File: config.mk
export PLATFORM = sky130hd
export DESIGN_NAME = rational_arith_unit
export DESIGN_NICKNAME = d
export VERILOG_FILES = /design/src/design/rau_pkg.sv /design/src/design/rau_datapath.sv /design/src/design/rau_ctrl.sv /design/src/design/rational_arith_unit.sv
export SDC_FILE = /design/constraint.sdc
export NUM_CORES = 2
export LEC_CHECK = 0
export BUFFER_PORTS_ARGS = -buffer_cell sky130_fd_sc_hd__buf_2
export CAP_MARGIN = 20
export CORE_AREA = 2 2 504 356
export CTS_BUF_LIST = sky130_fd_sc_hd__clkbuf_8
export DETAILED_ROUTE_END_ITERATION = 10
export DIE_AREA = 0 0 506 358
export PLACE_DENSITY = 0.51
export SETUP_SLACK_MARGIN = 0.05
export SLEW_MARGIN = 0
export SYNTH_ARGS = -nofsm -noshare
export SYNTH_HDL_FRONTEND = slang
export SYNTH_HIERARCHICAL = 1
export SYNTH_SLANG_ARGS = --single-unit
export TNS_END_PERCENT = 50
File: constraint.sdc
create_clock -name clock -period 14.1 [get_ports clock]
set_input_delay 2.82 -clock clock [delete_from_list [all_inputs] [get_ports clock]]
set_output_delay 2.82 -clock clock [all_outputs]
set_load 0.02 [all_outputs]
File: src/design/rau_pkg.sv
// ============================================================================
// rau_pkg: shared types and constants of the rational arithmetic unit
// Operand widths, operation codes, controller states, and the command and
// status structs that pass between the controller and the datapath.
// ============================================================================
package rau_pkg;

   // Operand widths. Denominators are one bit narrower than numerators.
   localparam int IN_WIDTH      = 16;
   localparam int DEN_WIDTH     = IN_WIDTH - 1;
   localparam int CMD_WIDTH     = 3;
   // Multiplier operands carry one extra bit so a denominator enters as signed.
   localparam int OPND_WIDTH    = IN_WIDTH + 1;
   // Signed cross products, sums and unreduced numerators.
   localparam int PROD_WIDTH    = 2 * IN_WIDTH;
   // Magnitudes of numerators and denominators before reduction.
   localparam int MAG_WIDTH     = 2 * IN_WIDTH - 1;
   localparam int CNT_WIDTH     = $clog2(MAG_WIDTH);
   localparam int RES_NUM_WIDTH = 32;
   localparam int RES_DEN_WIDTH = 31;

   // Operation codes. The codes above CMD_CMP act as compare only.
   typedef enum logic [CMD_WIDTH-1:0] {
      CMD_ADD = CMD_WIDTH'(0),
      CMD_SUB = CMD_WIDTH'(1),
      CMD_MUL = CMD_WIDTH'(2),
      CMD_DIV = CMD_WIDTH'(3),
      CMD_CMP = CMD_WIDTH'(4)
   } cmd_type;

   // Product slot written by the shared multiplier, in issue order.
   typedef enum logic [1:0] {
      MUL_L  = 2'd0,  // a_num * b_den
      MUL_R  = 2'd1,  // b_num * a_den
      MUL_NN = 2'd2,  // a_num * b_num
      MUL_DD = 2'd3   // a_den * b_den
   } mul_sel_type;

   typedef enum logic [2:0] {
      ST_IDLE,
      ST_MUL,
      ST_FORM,
      ST_PREP,
      ST_GCD,
      ST_DIV,
      ST_DONE
   } state_type;

   // Commands from the controller to the datapath.
   typedef struct packed {
      logic        load;
      logic        mul_en;
      mul_sel_type mul_sel;
      logic        form;
      logic        prep;
      logic        gcd_step;
      logic        div_load;
      logic        div_step;
      logic        out_load;
   } ctrl_cmd_type;

   // Status from the datapath to the controller.
   typedef struct packed {
      logic reduce;
      logic gcd_done;
   } dp_status_type;

   // Sign-extend or wrap a numerator into the result field.
   function automatic logic [RES_NUM_WIDTH-1:0] fit_num(
      input logic signed [PROD_WIDTH-1:0] v);
      logic signed [63:0] wide;
      wide = 64'(v);
      return wide[RES_NUM_WIDTH-1:0];
   endfunction

   // Zero-extend or wrap a denominator into the result field.
   function automatic logic [RES_DEN_WIDTH-1:0] fit_den(
      input logic [MAG_WIDTH-1:0] d);
      logic [63:0] wide;
      wide = 64'(d);
      return wide[RES_DEN_WIDTH-1:0];
   endfunction

endpackage

File: src/design/rau_datapath.sv
// ============================================================================
// rau_datapath: operand registers, shared multiplier, gcd and divider
// Holds one transaction's operands, forms the unreduced fraction and flags,
// runs binary gcd on the magnitudes and divides both parts by the odd gcd
// factor with two restoring dividers that step together.
// ============================================================================
module rau_datapath import rau_pkg::*; (
   input  logic                            clock,
   input  ctrl_cmd_type                    ctrl,
   output dp_status_type                   status,
   input  logic [CMD_WIDTH-1:0]            req_cmd,
   input  logic signed [IN_WIDTH-1:0]      req_a_num,
   input  logic [DEN_WIDTH-1:0]            req_a_den,
   input  logic signed [IN_WIDTH-1:0]      req_b_num,
   input  logic [DEN_WIDTH-1:0]            req_b_den,
   output logic signed [RES_NUM_WIDTH-1:0] rsp_res_num,
   output logic [RES_DEN_WIDTH-1:0]        rsp_res_den,
   output logic                            rsp_is_less,
   output logic                            rsp_is_equal,
   output logic                            rsp_is_greater,
   output logic                            rsp_error
);

   // One restoring division step: shift in the next dividend bit, subtract
   // the divisor when it fits. Returns {remainder, quotient}.
   function automatic logic [2*MAG_WIDTH-1:0] div_bit(
      input logic [MAG_WIDTH-1:0] rem,
      input logic [MAG_WIDTH-1:0] quo,
      input logic [MAG_WIDTH-1:0] divisor);
      logic [MAG_WIDTH:0]   rem_sh;
      logic [MAG_WIDTH:0]   rem_sub;
      logic                 fits;
      rem_sh  = {rem, quo[MAG_WIDTH-1]};
      rem_sub = rem_sh - {1'b0, divisor};
      fits    = rem_sh >= {1'b0, divisor};
      return {fits ? rem_sub[MAG_WIDTH-1:0] : rem_sh[MAG_WIDTH-1:0],
              quo[MAG_WIDTH-2:0], fits};
   endfunction

   // Operand registers.
   cmd_type                      cmd_ff;
   logic signed [IN_WIDTH-1:0]   a_num_ff, b_num_ff;
   logic [DEN_WIDTH-1:0]         a_den_ff, b_den_ff;

   // Products.
   logic signed [PROD_WIDTH-1:0] l_ff, r_ff, nn_ff, dd_ff;

   // Unreduced result and flags.
   logic signed [PROD_WIDTH-1:0] num_ff, num_in;
   logic [MAG_WIDTH-1:0]         den_ff, den_in;
   logic                         err_ff, err_in;
   logic                         lt_ff, lt_in, eq_ff, eq_in, gt_ff, gt_in;

   // Reduction state.
   logic                         sign_ff;
   logic [MAG_WIDTH-1:0]         u_ff, u_in, v_ff, v_in;
   logic [MAG_WIDTH-1:0]         nx_ff, nx_in, dy_ff, dy_in;
   logic [MAG_WIDTH-1:0]         q_num_ff, q_den_ff;
   logic [MAG_WIDTH-1:0]         rem_num_ff, rem_den_ff;

   // Output register.
   logic signed [RES_NUM_WIDTH-1:0] res_num_ff;
   logic [RES_DEN_WIDTH-1:0]        res_den_ff;
   logic                            res_lt_ff, res_eq_ff, res_gt_ff, res_err_ff;

   logic signed [OPND_WIDTH-1:0]   mul_x, mul_y;
   logic signed [2*OPND_WIDTH-1:0] mul_p;
   logic signed [PROD_WIDTH-1:0]   mul_q;
   logic                           den_zero, r_neg;
   logic signed [PROD_WIDTH-1:0]   r_abs, num_abs, q_signed;
   logic [MAG_WIDTH-1:0]           mag_v;
   logic                           is_arith;
   logic [2*MAG_WIDTH-1:0]         div_num_v, div_den_v;

   // Capture the operands of an accepted transaction.
   always_ff @(posedge clock) begin
      if (ctrl.load) begin
         cmd_ff   <= cmd_type'(req_cmd);
         a_num_ff <= req_a_num;
         a_den_ff <= req_a_den;
         b_num_ff <= req_b_num;
         b_den_ff <= req_b_den;
      end
   end

   // Shared multiplier: the controller picks one product per cycle.
   always_comb begin
      unique case (ctrl.mul_sel)
         MUL_L: begin
            mul_x = OPND_WIDTH'(a_num_ff);
            mul_y = $signed({2'b00, b_den_ff});
         end
         MUL_R: begin
            mul_x = OPND_WIDTH'(b_num_ff);
            mul_y = $signed({2'b00, a_den_ff});
         end
         MUL_NN: begin
            mul_x = OPND_WIDTH'(a_num_ff);
            mul_y = OPND_WIDTH'(b_num_ff);
         end
         MUL_DD: begin
            mul_x = $signed({2'b00, a_den_ff});
            mul_y = $signed({2'b00, b_den_ff});
         end
         default: begin
            mul_x = '0;
            mul_y = '0;
         end
      endcase
      mul_p = mul_x * mul_y;
      mul_q = $signed(mul_p[PROD_WIDTH-1:0]);
   end

   always_ff @(posedge clock) begin
      if (ctrl.mul_en) begin
         unique case (ctrl.mul_sel)
            MUL_L:   l_ff  <= mul_q;
            MUL_R:   r_ff  <= mul_q;
            MUL_NN:  nn_ff <= mul_q;
            MUL_DD:  dd_ff <= mul_q;
            default: l_ff  <= mul_q;
         endcase
      end
   end

   // Form the unreduced numerator, denominator, flags and error.
   always_comb begin
      den_zero = (a_den_ff == '0) || (b_den_ff == '0);
      r_neg    = r_ff[PROD_WIDTH-1];
      r_abs    = r_neg ? -r_ff : r_ff;
      num_in   = '0;
      den_in   = MAG_WIDTH'(1);
      err_in   = 1'b0;
      lt_in    = 1'b0;
      eq_in    = 1'b0;
      gt_in    = 1'b0;
      if (den_zero) begin
         err_in = 1'b1;
         den_in = '0;
      end else begin
         lt_in = l_ff < r_ff;
         eq_in = l_ff == r_ff;
         gt_in = l_ff > r_ff;
         unique case (cmd_ff)
            CMD_ADD: begin
               num_in = l_ff + r_ff;
               den_in = dd_ff[MAG_WIDTH-1:0];
            end
            CMD_SUB: begin
               num_in = l_ff - r_ff;
               den_in = dd_ff[MAG_WIDTH-1:0];
            end
            CMD_MUL: begin
               num_in = nn_ff;
               den_in = dd_ff[MAG_WIDTH-1:0];
            end
            CMD_DIV: begin
               if (b_num_ff == '0) begin
                  err_in = 1'b1;
                  den_in = '0;
               end else begin
                  num_in = r_neg ? -l_ff : l_ff;
                  den_in = r_abs[MAG_WIDTH-1:0];
               end
            end
            default: begin
               num_in = '0;
               den_in = MAG_WIDTH'(1);
            end
         endcase
      end
   end

   always_ff @(posedge clock) begin
      if (ctrl.form) begin
         num_ff <= num_in;
         den_ff <= den_in;
         err_ff <= err_in;
         lt_ff  <= lt_in;
         eq_ff  <= eq_in;
         gt_ff  <= gt_in;
      end
   end

   // Decide whether the fraction needs reduction and take its magnitude.
   always_comb begin
      num_abs  = num_ff[PROD_WIDTH-1] ? -num_ff : num_ff;
      mag_v    = num_abs[MAG_WIDTH-1:0];
      is_arith = (cmd_ff == CMD_ADD) || (cmd_ff == CMD_SUB) ||
                 (cmd_ff == CMD_MUL) || (cmd_ff == CMD_DIV);
      status.reduce   = !err_ff && is_arith && (num_ff != '0);
      status.gcd_done = u_ff == v_ff;
   end

   // Binary gcd step. Common factors of two are stripped from the working
   // pair and from the copies to be divided, so only the odd part remains.
   always_comb begin
      u_in  = u_ff;
      v_in  = v_ff;
      nx_in = nx_ff;
      dy_in = dy_ff;
      priority if (!u_ff[0] && !v_ff[0]) begin
         u_in  = u_ff >> 1;
         v_in  = v_ff >> 1;
         nx_in = nx_ff >> 1;
         dy_in = dy_ff >> 1;
      end else if (!u_ff[0]) begin
         u_in = u_ff >> 1;
      end else if (!v_ff[0]) begin
         v_in = v_ff >> 1;
      end else if (u_ff > v_ff) begin
         u_in = (u_ff - v_ff) >> 1;
      end else begin
         v_in = (v_ff - u_ff) >> 1;
      end
   end

   // Both divisions run side by side with the odd gcd factor as divisor.
   always_comb begin
      div_num_v = div_bit(rem_num_ff, q_num_ff, u_ff);
      div_den_v = div_bit(rem_den_ff, q_den_ff, u_ff);
   end

   // Reduction registers: load, gcd iterations, division steps.
   always_ff @(posedge clock) begin
      if (ctrl.prep) begin
         sign_ff <= status.reduce && num_ff[PROD_WIDTH-1];
         u_ff    <= mag_v;
         v_ff    <= den_ff;
         nx_ff   <= mag_v;
         dy_ff   <= den_ff;
         // Nothing to reduce: zero numerator, compare or error.
         q_num_ff <= '0;
         q_den_ff <= err_ff ? '0 : MAG_WIDTH'(1);
      end else if (ctrl.gcd_step) begin
         u_ff  <= u_in;
         v_ff  <= v_in;
         nx_ff <= nx_in;
         dy_ff <= dy_in;
      end else if (ctrl.div_load) begin
         q_num_ff   <= nx_ff;
         q_den_ff   <= dy_ff;
         rem_num_ff <= '0;
         rem_den_ff <= '0;
      end else if (ctrl.div_step) begin
         rem_num_ff <= div_num_v[2*MAG_WIDTH-1:MAG_WIDTH];
         q_num_ff   <= div_num_v[MAG_WIDTH-1:0];
         rem_den_ff <= div_den_v[2*MAG_WIDTH-1:MAG_WIDTH];
         q_den_ff   <= div_den_v[MAG_WIDTH-1:0];
      end
   end

   // Output register, loaded when the result slot is free.
   assign q_signed = sign_ff ? -$signed({1'b0, q_num_ff}) : $signed({1'b0, q_num_ff});

   always_ff @(posedge clock) begin
      if (ctrl.out_load) begin
         res_num_ff <= $signed(fit_num(q_signed));
         res_den_ff <= fit_den(q_den_ff);
         res_lt_ff  <= lt_ff;
         res_eq_ff  <= eq_ff;
         res_gt_ff  <= gt_ff;
         res_err_ff <= err_ff;
      end
   end

   assign rsp_res_num    = res_num_ff;
   assign rsp_res_den    = res_den_ff;
   assign rsp_is_less    = res_lt_ff;
   assign rsp_is_equal   = res_eq_ff;
   assign rsp_is_greater = res_gt_ff;
   assign rsp_error      = res_err_ff;

endmodule

File: src/design/rau_ctrl.sv
// ============================================================================
// rau_ctrl: sequencing controller of the rational arithmetic unit
// Accepts one transaction at a time, steps the datapath through multiply,
// form, gcd and divide phases, and owns the result valid flag.
// ============================================================================
module rau_ctrl import rau_pkg::*; (
   input  logic          clock,
   input  logic          reset,
   input  logic          req_valid,
   output logic          req_stall,
   output logic          rsp_valid,
   input  logic          rsp_stall,
   input  dp_status_type status,
   output ctrl_cmd_type  ctrl
);

   state_type            state_ff, state_in;
   logic [CNT_WIDTH-1:0] cnt_ff, cnt_in;
   logic                 rsp_valid_ff, rsp_valid_in;
   logic                 out_free;

   // State, step counter and result valid registers.
   always_ff @(posedge clock) begin
      if (reset) begin
         state_ff     <= ST_IDLE;
         cnt_ff       <= '0;
         rsp_valid_ff <= 1'b0;
      end else begin
         state_ff     <= state_in;
         cnt_ff       <= cnt_in;
         rsp_valid_ff <= rsp_valid_in;
      end
   end

   // Next state and datapath commands.
   always_comb begin
      state_in     = state_ff;
      cnt_in       = cnt_ff;
      ctrl         = '0;
      out_free     = !rsp_valid_ff || !rsp_stall;
      rsp_valid_in = rsp_valid_ff && rsp_stall;
      unique case (state_ff)
         ST_IDLE: begin
            if (req_valid) begin
               ctrl.load = 1'b1;
               cnt_in    = '0;
               state_in  = ST_MUL;
            end
         end
         ST_MUL: begin
            ctrl.mul_en  = 1'b1;
            ctrl.mul_sel = mul_sel_type'(cnt_ff[1:0]);
            cnt_in       = cnt_ff + CNT_WIDTH'(1);
            if (ctrl.mul_sel == MUL_DD) begin
               state_in = ST_FORM;
            end
         end
         ST_FORM: begin
            ctrl.form = 1'b1;
            state_in  = ST_PREP;
         end
         ST_PREP: begin
            ctrl.prep = 1'b1;
            state_in  = status.reduce ? ST_GCD : ST_DONE;
         end
         ST_GCD: begin
            if (status.gcd_done) begin
               ctrl.div_load = 1'b1;
               cnt_in        = '0;
               state_in      = ST_DIV;
            end else begin
               ctrl.gcd_step = 1'b1;
            end
         end
         ST_DIV: begin
            ctrl.div_step = 1'b1;
            cnt_in        = cnt_ff + CNT_WIDTH'(1);
            if (cnt_ff == CNT_WIDTH'(MAG_WIDTH - 1)) begin
               state_in = ST_DONE;
            end
         end
         ST_DONE: begin
            if (out_free) begin
               ctrl.out_load = 1'b1;
               rsp_valid_in  = 1'b1;
               state_in      = ST_IDLE;
            end
         end
         default: begin
            state_in = ST_IDLE;
         end
      endcase
   end

   assign req_stall = state_ff != ST_IDLE;
   assign rsp_valid = rsp_valid_ff;

endmodule

File: src/design/rational_arith_unit.sv
// ============================================================================
// rational_arith_unit: rational fraction arithmetic with gcd reduction
// Adds, subtracts, multiplies, divides or compares two fractions and returns
// the result reduced to lowest terms with a positive denominator.
// ============================================================================
//
//   Channel   Direction   Handshake                 Payload
//   req       in          req_valid / req_stall     cmd, a_num, a_den, b_num, b_den
//   rsp       out         rsp_valid / rsp_stall     res_num, res_den, flags, error
//
// One transaction is in work at a time. Without reduction (compare, error or
// zero numerator) a result follows the multiply, form and prep steps; with
// reduction the binary gcd steps and the 31 steps of the dividers come between
// the prep step and the result.
// A new transaction is accepted once the result sits in the output register,
// even while rsp_stall holds it. Reset is synchronous and clears control only.
//
module rational_arith_unit import rau_pkg::*; (
   input  logic                            clock,
   input  logic                            reset,
   input  logic                            req_valid,
   output logic                            req_stall,
   input  logic [CMD_WIDTH-1:0]            req_cmd,
   input  logic signed [IN_WIDTH-1:0]      req_a_num,
   input  logic [DEN_WIDTH-1:0]            req_a_den,
   input  logic signed [IN_WIDTH-1:0]      req_b_num,
   input  logic [DEN_WIDTH-1:0]            req_b_den,
   output logic                            rsp_valid,
   input  logic                            rsp_stall,
   output logic signed [RES_NUM_WIDTH-1:0] rsp_res_num,
   output logic [RES_DEN_WIDTH-1:0]        rsp_res_den,
   output logic                            rsp_is_less,
   output logic                            rsp_is_equal,
   output logic                            rsp_is_greater,
   output logic                            rsp_error
);

   ctrl_cmd_type  ctrl;
   dp_status_type status;

   // Sequencing controller.
   rau_ctrl u_ctrl (
      .clock     (clock),
      .reset     (reset),
      .req_valid (req_valid),
      .req_stall (req_stall),
      .rsp_valid (rsp_valid),
      .rsp_stall (rsp_stall),
      .status    (status),
      .ctrl      (ctrl)
   );

   // Arithmetic datapath and output register.
   rau_datapath u_datapath (
      .clock          (clock),
      .ctrl           (ctrl),
      .status         (status),
      .req_cmd        (req_cmd),
      .req_a_num      (req_a_num),
      .req_a_den      (req_a_den),
      .req_b_num      (req_b_num),
      .req_b_den      (req_b_den),
      .rsp_res_num    (rsp_res_num),
      .rsp_res_den    (rsp_res_den),
      .rsp_is_less    (rsp_is_less),
      .rsp_is_equal   (rsp_is_equal),
      .rsp_is_greater (rsp_is_greater),
      .rsp_error      (rsp_error)
   );

   // An accepted transaction keeps the input side busy in the next cycle.
   a_busy_after_accept: assert property (
      @(posedge clock) disable iff (reset)
      (req_valid && !req_stall) |=> req_stall
   ) else $error("input not stalled after accepting a transaction");

   // At most one of the ordering flags is set.
   a_flags_exclusive: assert property (
      @(posedge clock) disable iff (reset)
      rsp_valid |-> ($countones({rsp_is_less, rsp_is_equal, rsp_is_greater}) <= 1)
   ) else $error("more than one ordering flag set");

   // An error result carries a zero fraction.
   a_error_zero: assert property (
      @(posedge clock) disable iff (reset)
      (rsp_valid && rsp_error) |-> (rsp_res_num == '0 && rsp_res_den == '0)
   ) else $error("error result with nonzero fraction");

   // A result is only produced after the controller was busy.
   a_result_after_work: assert property (
      @(posedge clock) disable iff (reset)
      $rose(rsp_valid) |-> $past(req_stall)
   ) else $error("result appeared without a transaction in work");

endmodule
==> results.py <==
metrics = {
    "critical_path": {
        "slowest_delay_ns": 0.75,
        "crit_path_top_delay_cell": "o21ai_0",
        "reg2reg_to": "u_datapath/l_ff[31]",
        "regToRegSetupSlack_ns": 4.01,
        "path_max_fanout": 17,
        "crit_buf_inv": 7,
        "reg2regPathDepth": 28,
        "start_kind": "register",
        "r2r-start": "u_ctrl/state_ff[0]",
        "crit_family": "compound AO/OA/AOI/OAI gates",
        "critPathMostFrequentCell": "inv_1",
        "end_kind": "register",
        "worstPathRequired_ns": 14.60,
        "crit_type": "register to register",
        "cp.arrival_ns": 10.59,
    },
    "sta": {
        "min_period_ns": 10.09,
        "slew-limit-headroom": 0.214,
        "drv_slew": 0,
        "hold_viol": 0,
        "tightest_slew_ns": 1.17,
        "rsz0062_at_grt": "no",
        "fin_crit_sh": 0.716,
        "tns_ns": 0,
        "max_freq_ghz": 0.0991,
        "clock-skew-final_ns": 0.0954,
        "finalSetupViolCount": 0,
    },
    "die": {
        "die_y_um": 358,
        "io_pins": 138,
        "num_rows": 129,
        "core_area_um2": 176000,
        "fp.dieArea_um2": 181000,
        "die_w_um": 506,
        "initial_core_util": 0.259,
    },
    "outcome": {
        "status": "finished clean",
    },
    "global_routing": {
        "grt_pass1_vias": 33568,
        "grt_max_degree": 154,
        "antenna_found_initial": 10,
        "grt_pass1_wl_um": 217000,
        "grt_usage": 0.157,
        "grt-ovfl-total": 0,
    },
    "power": {
        "powerDensity_nw_per_um2": 281,
        "power_leakage_nw": 20.4,
        "vdd_drop_max_v": 0.000706,
    },
    "clock_network": {
        "clk_latency_ns": 0.82,
        "cts_max_level": 3,
        "clock-sinks": 584,
        "tritoncts": "done",
        "hold_buffers": 0,
        "clk_pin_slew_ns": 0.06,
        "cts_buffer_depth": 3,
        "cts_buffers": 105,
        "postCtsSetupBuffers": 0,
        "cts_root_buf": "clkbuf_8",
        "cts_resized": 0,
    },
    "routing": {
        "wirelength_um": 145000,
        "drc": 0,
        "drtAntennaViolNets": 0,
        "drt_iter0_drc": 3427,
        "wl_per_cell_um": 20.2,
        "drt-vias-per-instance": 4.90,
        "dr.pass1.iters": 6,
        "vias": 34994,
    },
    "hold_path": {
        "hold_path_end": "u_datapath/rsp_is_less",
        "worstHoldPathType": "register to register",
        "worstHoldStart": "u_datapath/lt_ff",
        "min_path_cells": 0,
    },
    "synthesis": {
        "ys_seq_area_frac": 0.376,
        "synthCells": 4603,
        "ys_types": 85,
        "syn-num-nets": 5234,
        "synth.avg_cell_area_um2": 9.90,
        "ys_warn_count": 6,
        "synth_edf_count": 544,
        "ys_ff_latch": 584,
        "synth-main-ff-cell": "edfxtp_1",
        "synthArstFlopShare": 0,
        "synth.cell_area_um2": 45600,
    },
    "place": {
        "place.gp.congestion": 0.947,
        "port_buffers": 137,
        "placed_area_um2": 48900,
        "hpwl_um": 113000,
    },
    "final_layout": {
        "design_area_um2": 51200,
        "fin_nets": 5325,
        "drive_above_1_share": 0.0870,
        "utilization": 0.291,
        "syn_to_final_growth_pct": 12.3,
    },
    "job": {
        "drv_cap": 0,
    },
}
-- flip-flops by register name, summed over array words and instances, names as in the netlist, 31 cells and up --
| name | flops |
|---|---|
| u_datapath/rsp_res_num | 32 |
| u_datapath/q_num_ff | 31 |
| u_datapath/nx_ff | 31 |
| u_datapath/rsp_res_den | 31 |
| u_datapath/v_ff | 31 |
| u_datapath/rem_num_ff | 31 |
| u_datapath/dd_ff | 31 |
| u_datapath/rem_den_ff | 31 |
| u_datapath/num_ff | 32 |
| u_datapath/q_den_ff | 31 |
| u_datapath/dy_ff | 31 |
| u_datapath/r_ff | 32 |
| u_datapath/u_ff | 31 |
| u_datapath/den_ff | 31 |
| u_datapath/l_ff | 32 |
| u_datapath/nn_ff | 32 |
-- stage by stage --
| stage | hold WS [ns] | cells | setup WS, ns | power, mW |
|---|---|---|---|---|
| 6_report | 0.434 | 7141 | 4.01 | 14.4 |
| 2_1_floorplan | 0.400 | 4603 | 5.77 | 9.59 |
| 4_1_cts | 0.435 | 7132 | 4.05 | 14.4 |
| 3_3_place_gp | 0.415 | 6938 | 4.33 | 12.5 |
| 3_5_place_dp | 0.428 | 6939 | 4.09 | 12.6 |
| 5_1_grt | 0.457 | 7140 | 3.31 | 15.6 |
-- Yosys cell counts, types with 17 or more instances --
| cell | instances | area share |
|---|---|---|
| inv_1 | 553 | 0.046 |
| edfxtp_1 | 544 | 0.36 |
| nor2_1 | 463 | 0.038 |
| nand2_1 | 347 | 0.029 |
| fa_1 | 281 | 0.12 |
| ha_1 | 281 | 0.077 |
| a21oi_1 | 272 | 0.030 |
| o21ai_0 | 209 | 0.023 |
| xnor2_1 | 208 | 0.040 |
| clkbuf_1 | 184 | 0.015 |
| mux2i_1 | 117 | 0.026 |
| xor2_1 | 79 | 0.015 |
| a22oi_1 | 75 | 0.012 |
| a21o_1 | 71 | 0.012 |
| nor3_1 | 68 | 0.0075 |
| o31ai_1 | 57 | 0.0094 |
| o21a_1 | 51 | 0.0084 |
| nand3_1 | 44 | 0.0048 |
| nand2b_1 | 42 | 0.0058 |
| nor2b_1 | 42 | 0.0058 |
| a211oi_1 | 41 | 0.0068 |
| a221oi_1 | 40 | 0.0077 |
| dfxtp_1 | 40 | 0.018 |
| or3_1 | 35 | 0.0048 |
| nor4_1 | 29 | 0.0040 |
| o21bai_1 | 29 | 0.0048 |
| nand4_1 | 28 | 0.0038 |
| and2_1 | 27 | 0.0037 |
| or4_1 | 21 | 0.0035 |
| mux2_2 | 19 | 0.0047 |
| o211ai_1 | 19 | 0.0031 |
| or2_2 | 19 | 0.0026 |
| a222oi_1 | 18 | 0.0040 |
| buf_1 | 18 | 0.0015 |
| o21ai_1 | 18 | 0.0020 |
| o22ai_1 | 18 | 0.0025 |
| o41ai_1 | 18 | 0.0035 |
| a211o_1 | 17 | 0.0033 |
-- cell usage in the layout (no fill, tap or decap), types with 44 or more instances in the layout --
cell type  netlist  final
a21oi_1        272    268
a22oi_1         75     75
xor2_1          79     79
ha_1           281    280
a21o_1          71     70
buf_4            1     53
mux2i_1        117    117
o31ai_1         57     57
nor2_1         463    460
xnor2_1        208    208
nand3_1         44     44
clkbuf_8         0    106
nor3_1          68     63
inv_1          553    581
nand2_1        347    347
fa_1           281    281
o21a_1          51     51
o21ai_0        209    207
buf_2            9    138
edfxtp_1       544    544
-- worst reg2reg max path: cells and delay by family (launching register included) --
family | cells | cell delay (ns)
AOI/OAI and AO/OA | 10 | 3.67
adders and majority gates | 8 | 3.20
buffers and inverters | 7 | 1.34
and+or+nand+nor | 2 | 0.81
DFF | 1 | 0.63
xor gates and xnor gates | 1 | 0.13
-- how the worst max path moves through the flow --
stage	cells after the start	endpoint	slack, ns	startpoint
4_1_cts	28	u_datapath/l_ff[31]	4.05	u_ctrl/state_ff[0]
5_1_grt	28	u_datapath/nn_ff[31]	3.31	u_ctrl/state_ff[0]
6_report	28	u_datapath/l_ff[31]	4.01	u_ctrl/state_ff[0]
3_5_place_dp	28	u_datapath/l_ff[31]	4.09	u_ctrl/state_ff[0]
3_3_place_gp	28	u_datapath/l_ff[31]	4.33	u_ctrl/state_ff[0]
2_1_floorplan	32	u_datapath/l_ff[31]	5.77	u_ctrl/state_ff[2]
-- logic make-up (layout without fill, tap and decap cells) --
logic type / after synthesis / after routing / synth area share
compound gates: 1047 / 1047 / 0.151
xor+xnor: 287 / 287 / 0.0551
fa+ha+maj: 562 / 562 / 0.201
buf+inv: 766 / 943 / 0.0636
flops: 584 / 584 / 0.376
mux: 137 / 137 / 0.0309
other cells: 0 / 3 / 0
simple gates: 1220 / 1220 / 0.123
-- metal layers --
metal	wire, um	global-route usage
met2	55100	0.208
met1	71000	0.237
met5	13	0
met3	15200	0.0533
met4	3260	0.0422
-- power breakdown --
group | switching [mW] | internal, mW | leakage, nW | total (mW)
Combinational | 6.04 | 3.17 | 13.9 | 9.21
Sequential | 0.137 | 3.38 | 5.29 | 3.52
Clock | 0.772 | 0.896 | 1.20 | 1.67
Total | 6.95 | 7.45 | 20.4 | 14.4
-- layout make-up --
type	count	area, um2
fillers	18483	125000
multi-input cells	3253	25700
flip-flops and latches	584	17100
well taps	2358	2950
inverters	553	2080
clock buffers	106	1460
repair buffers	197	1200
clock inverters	87	707
diodes	3	7.51
Power figures use the tool's default switching activity.
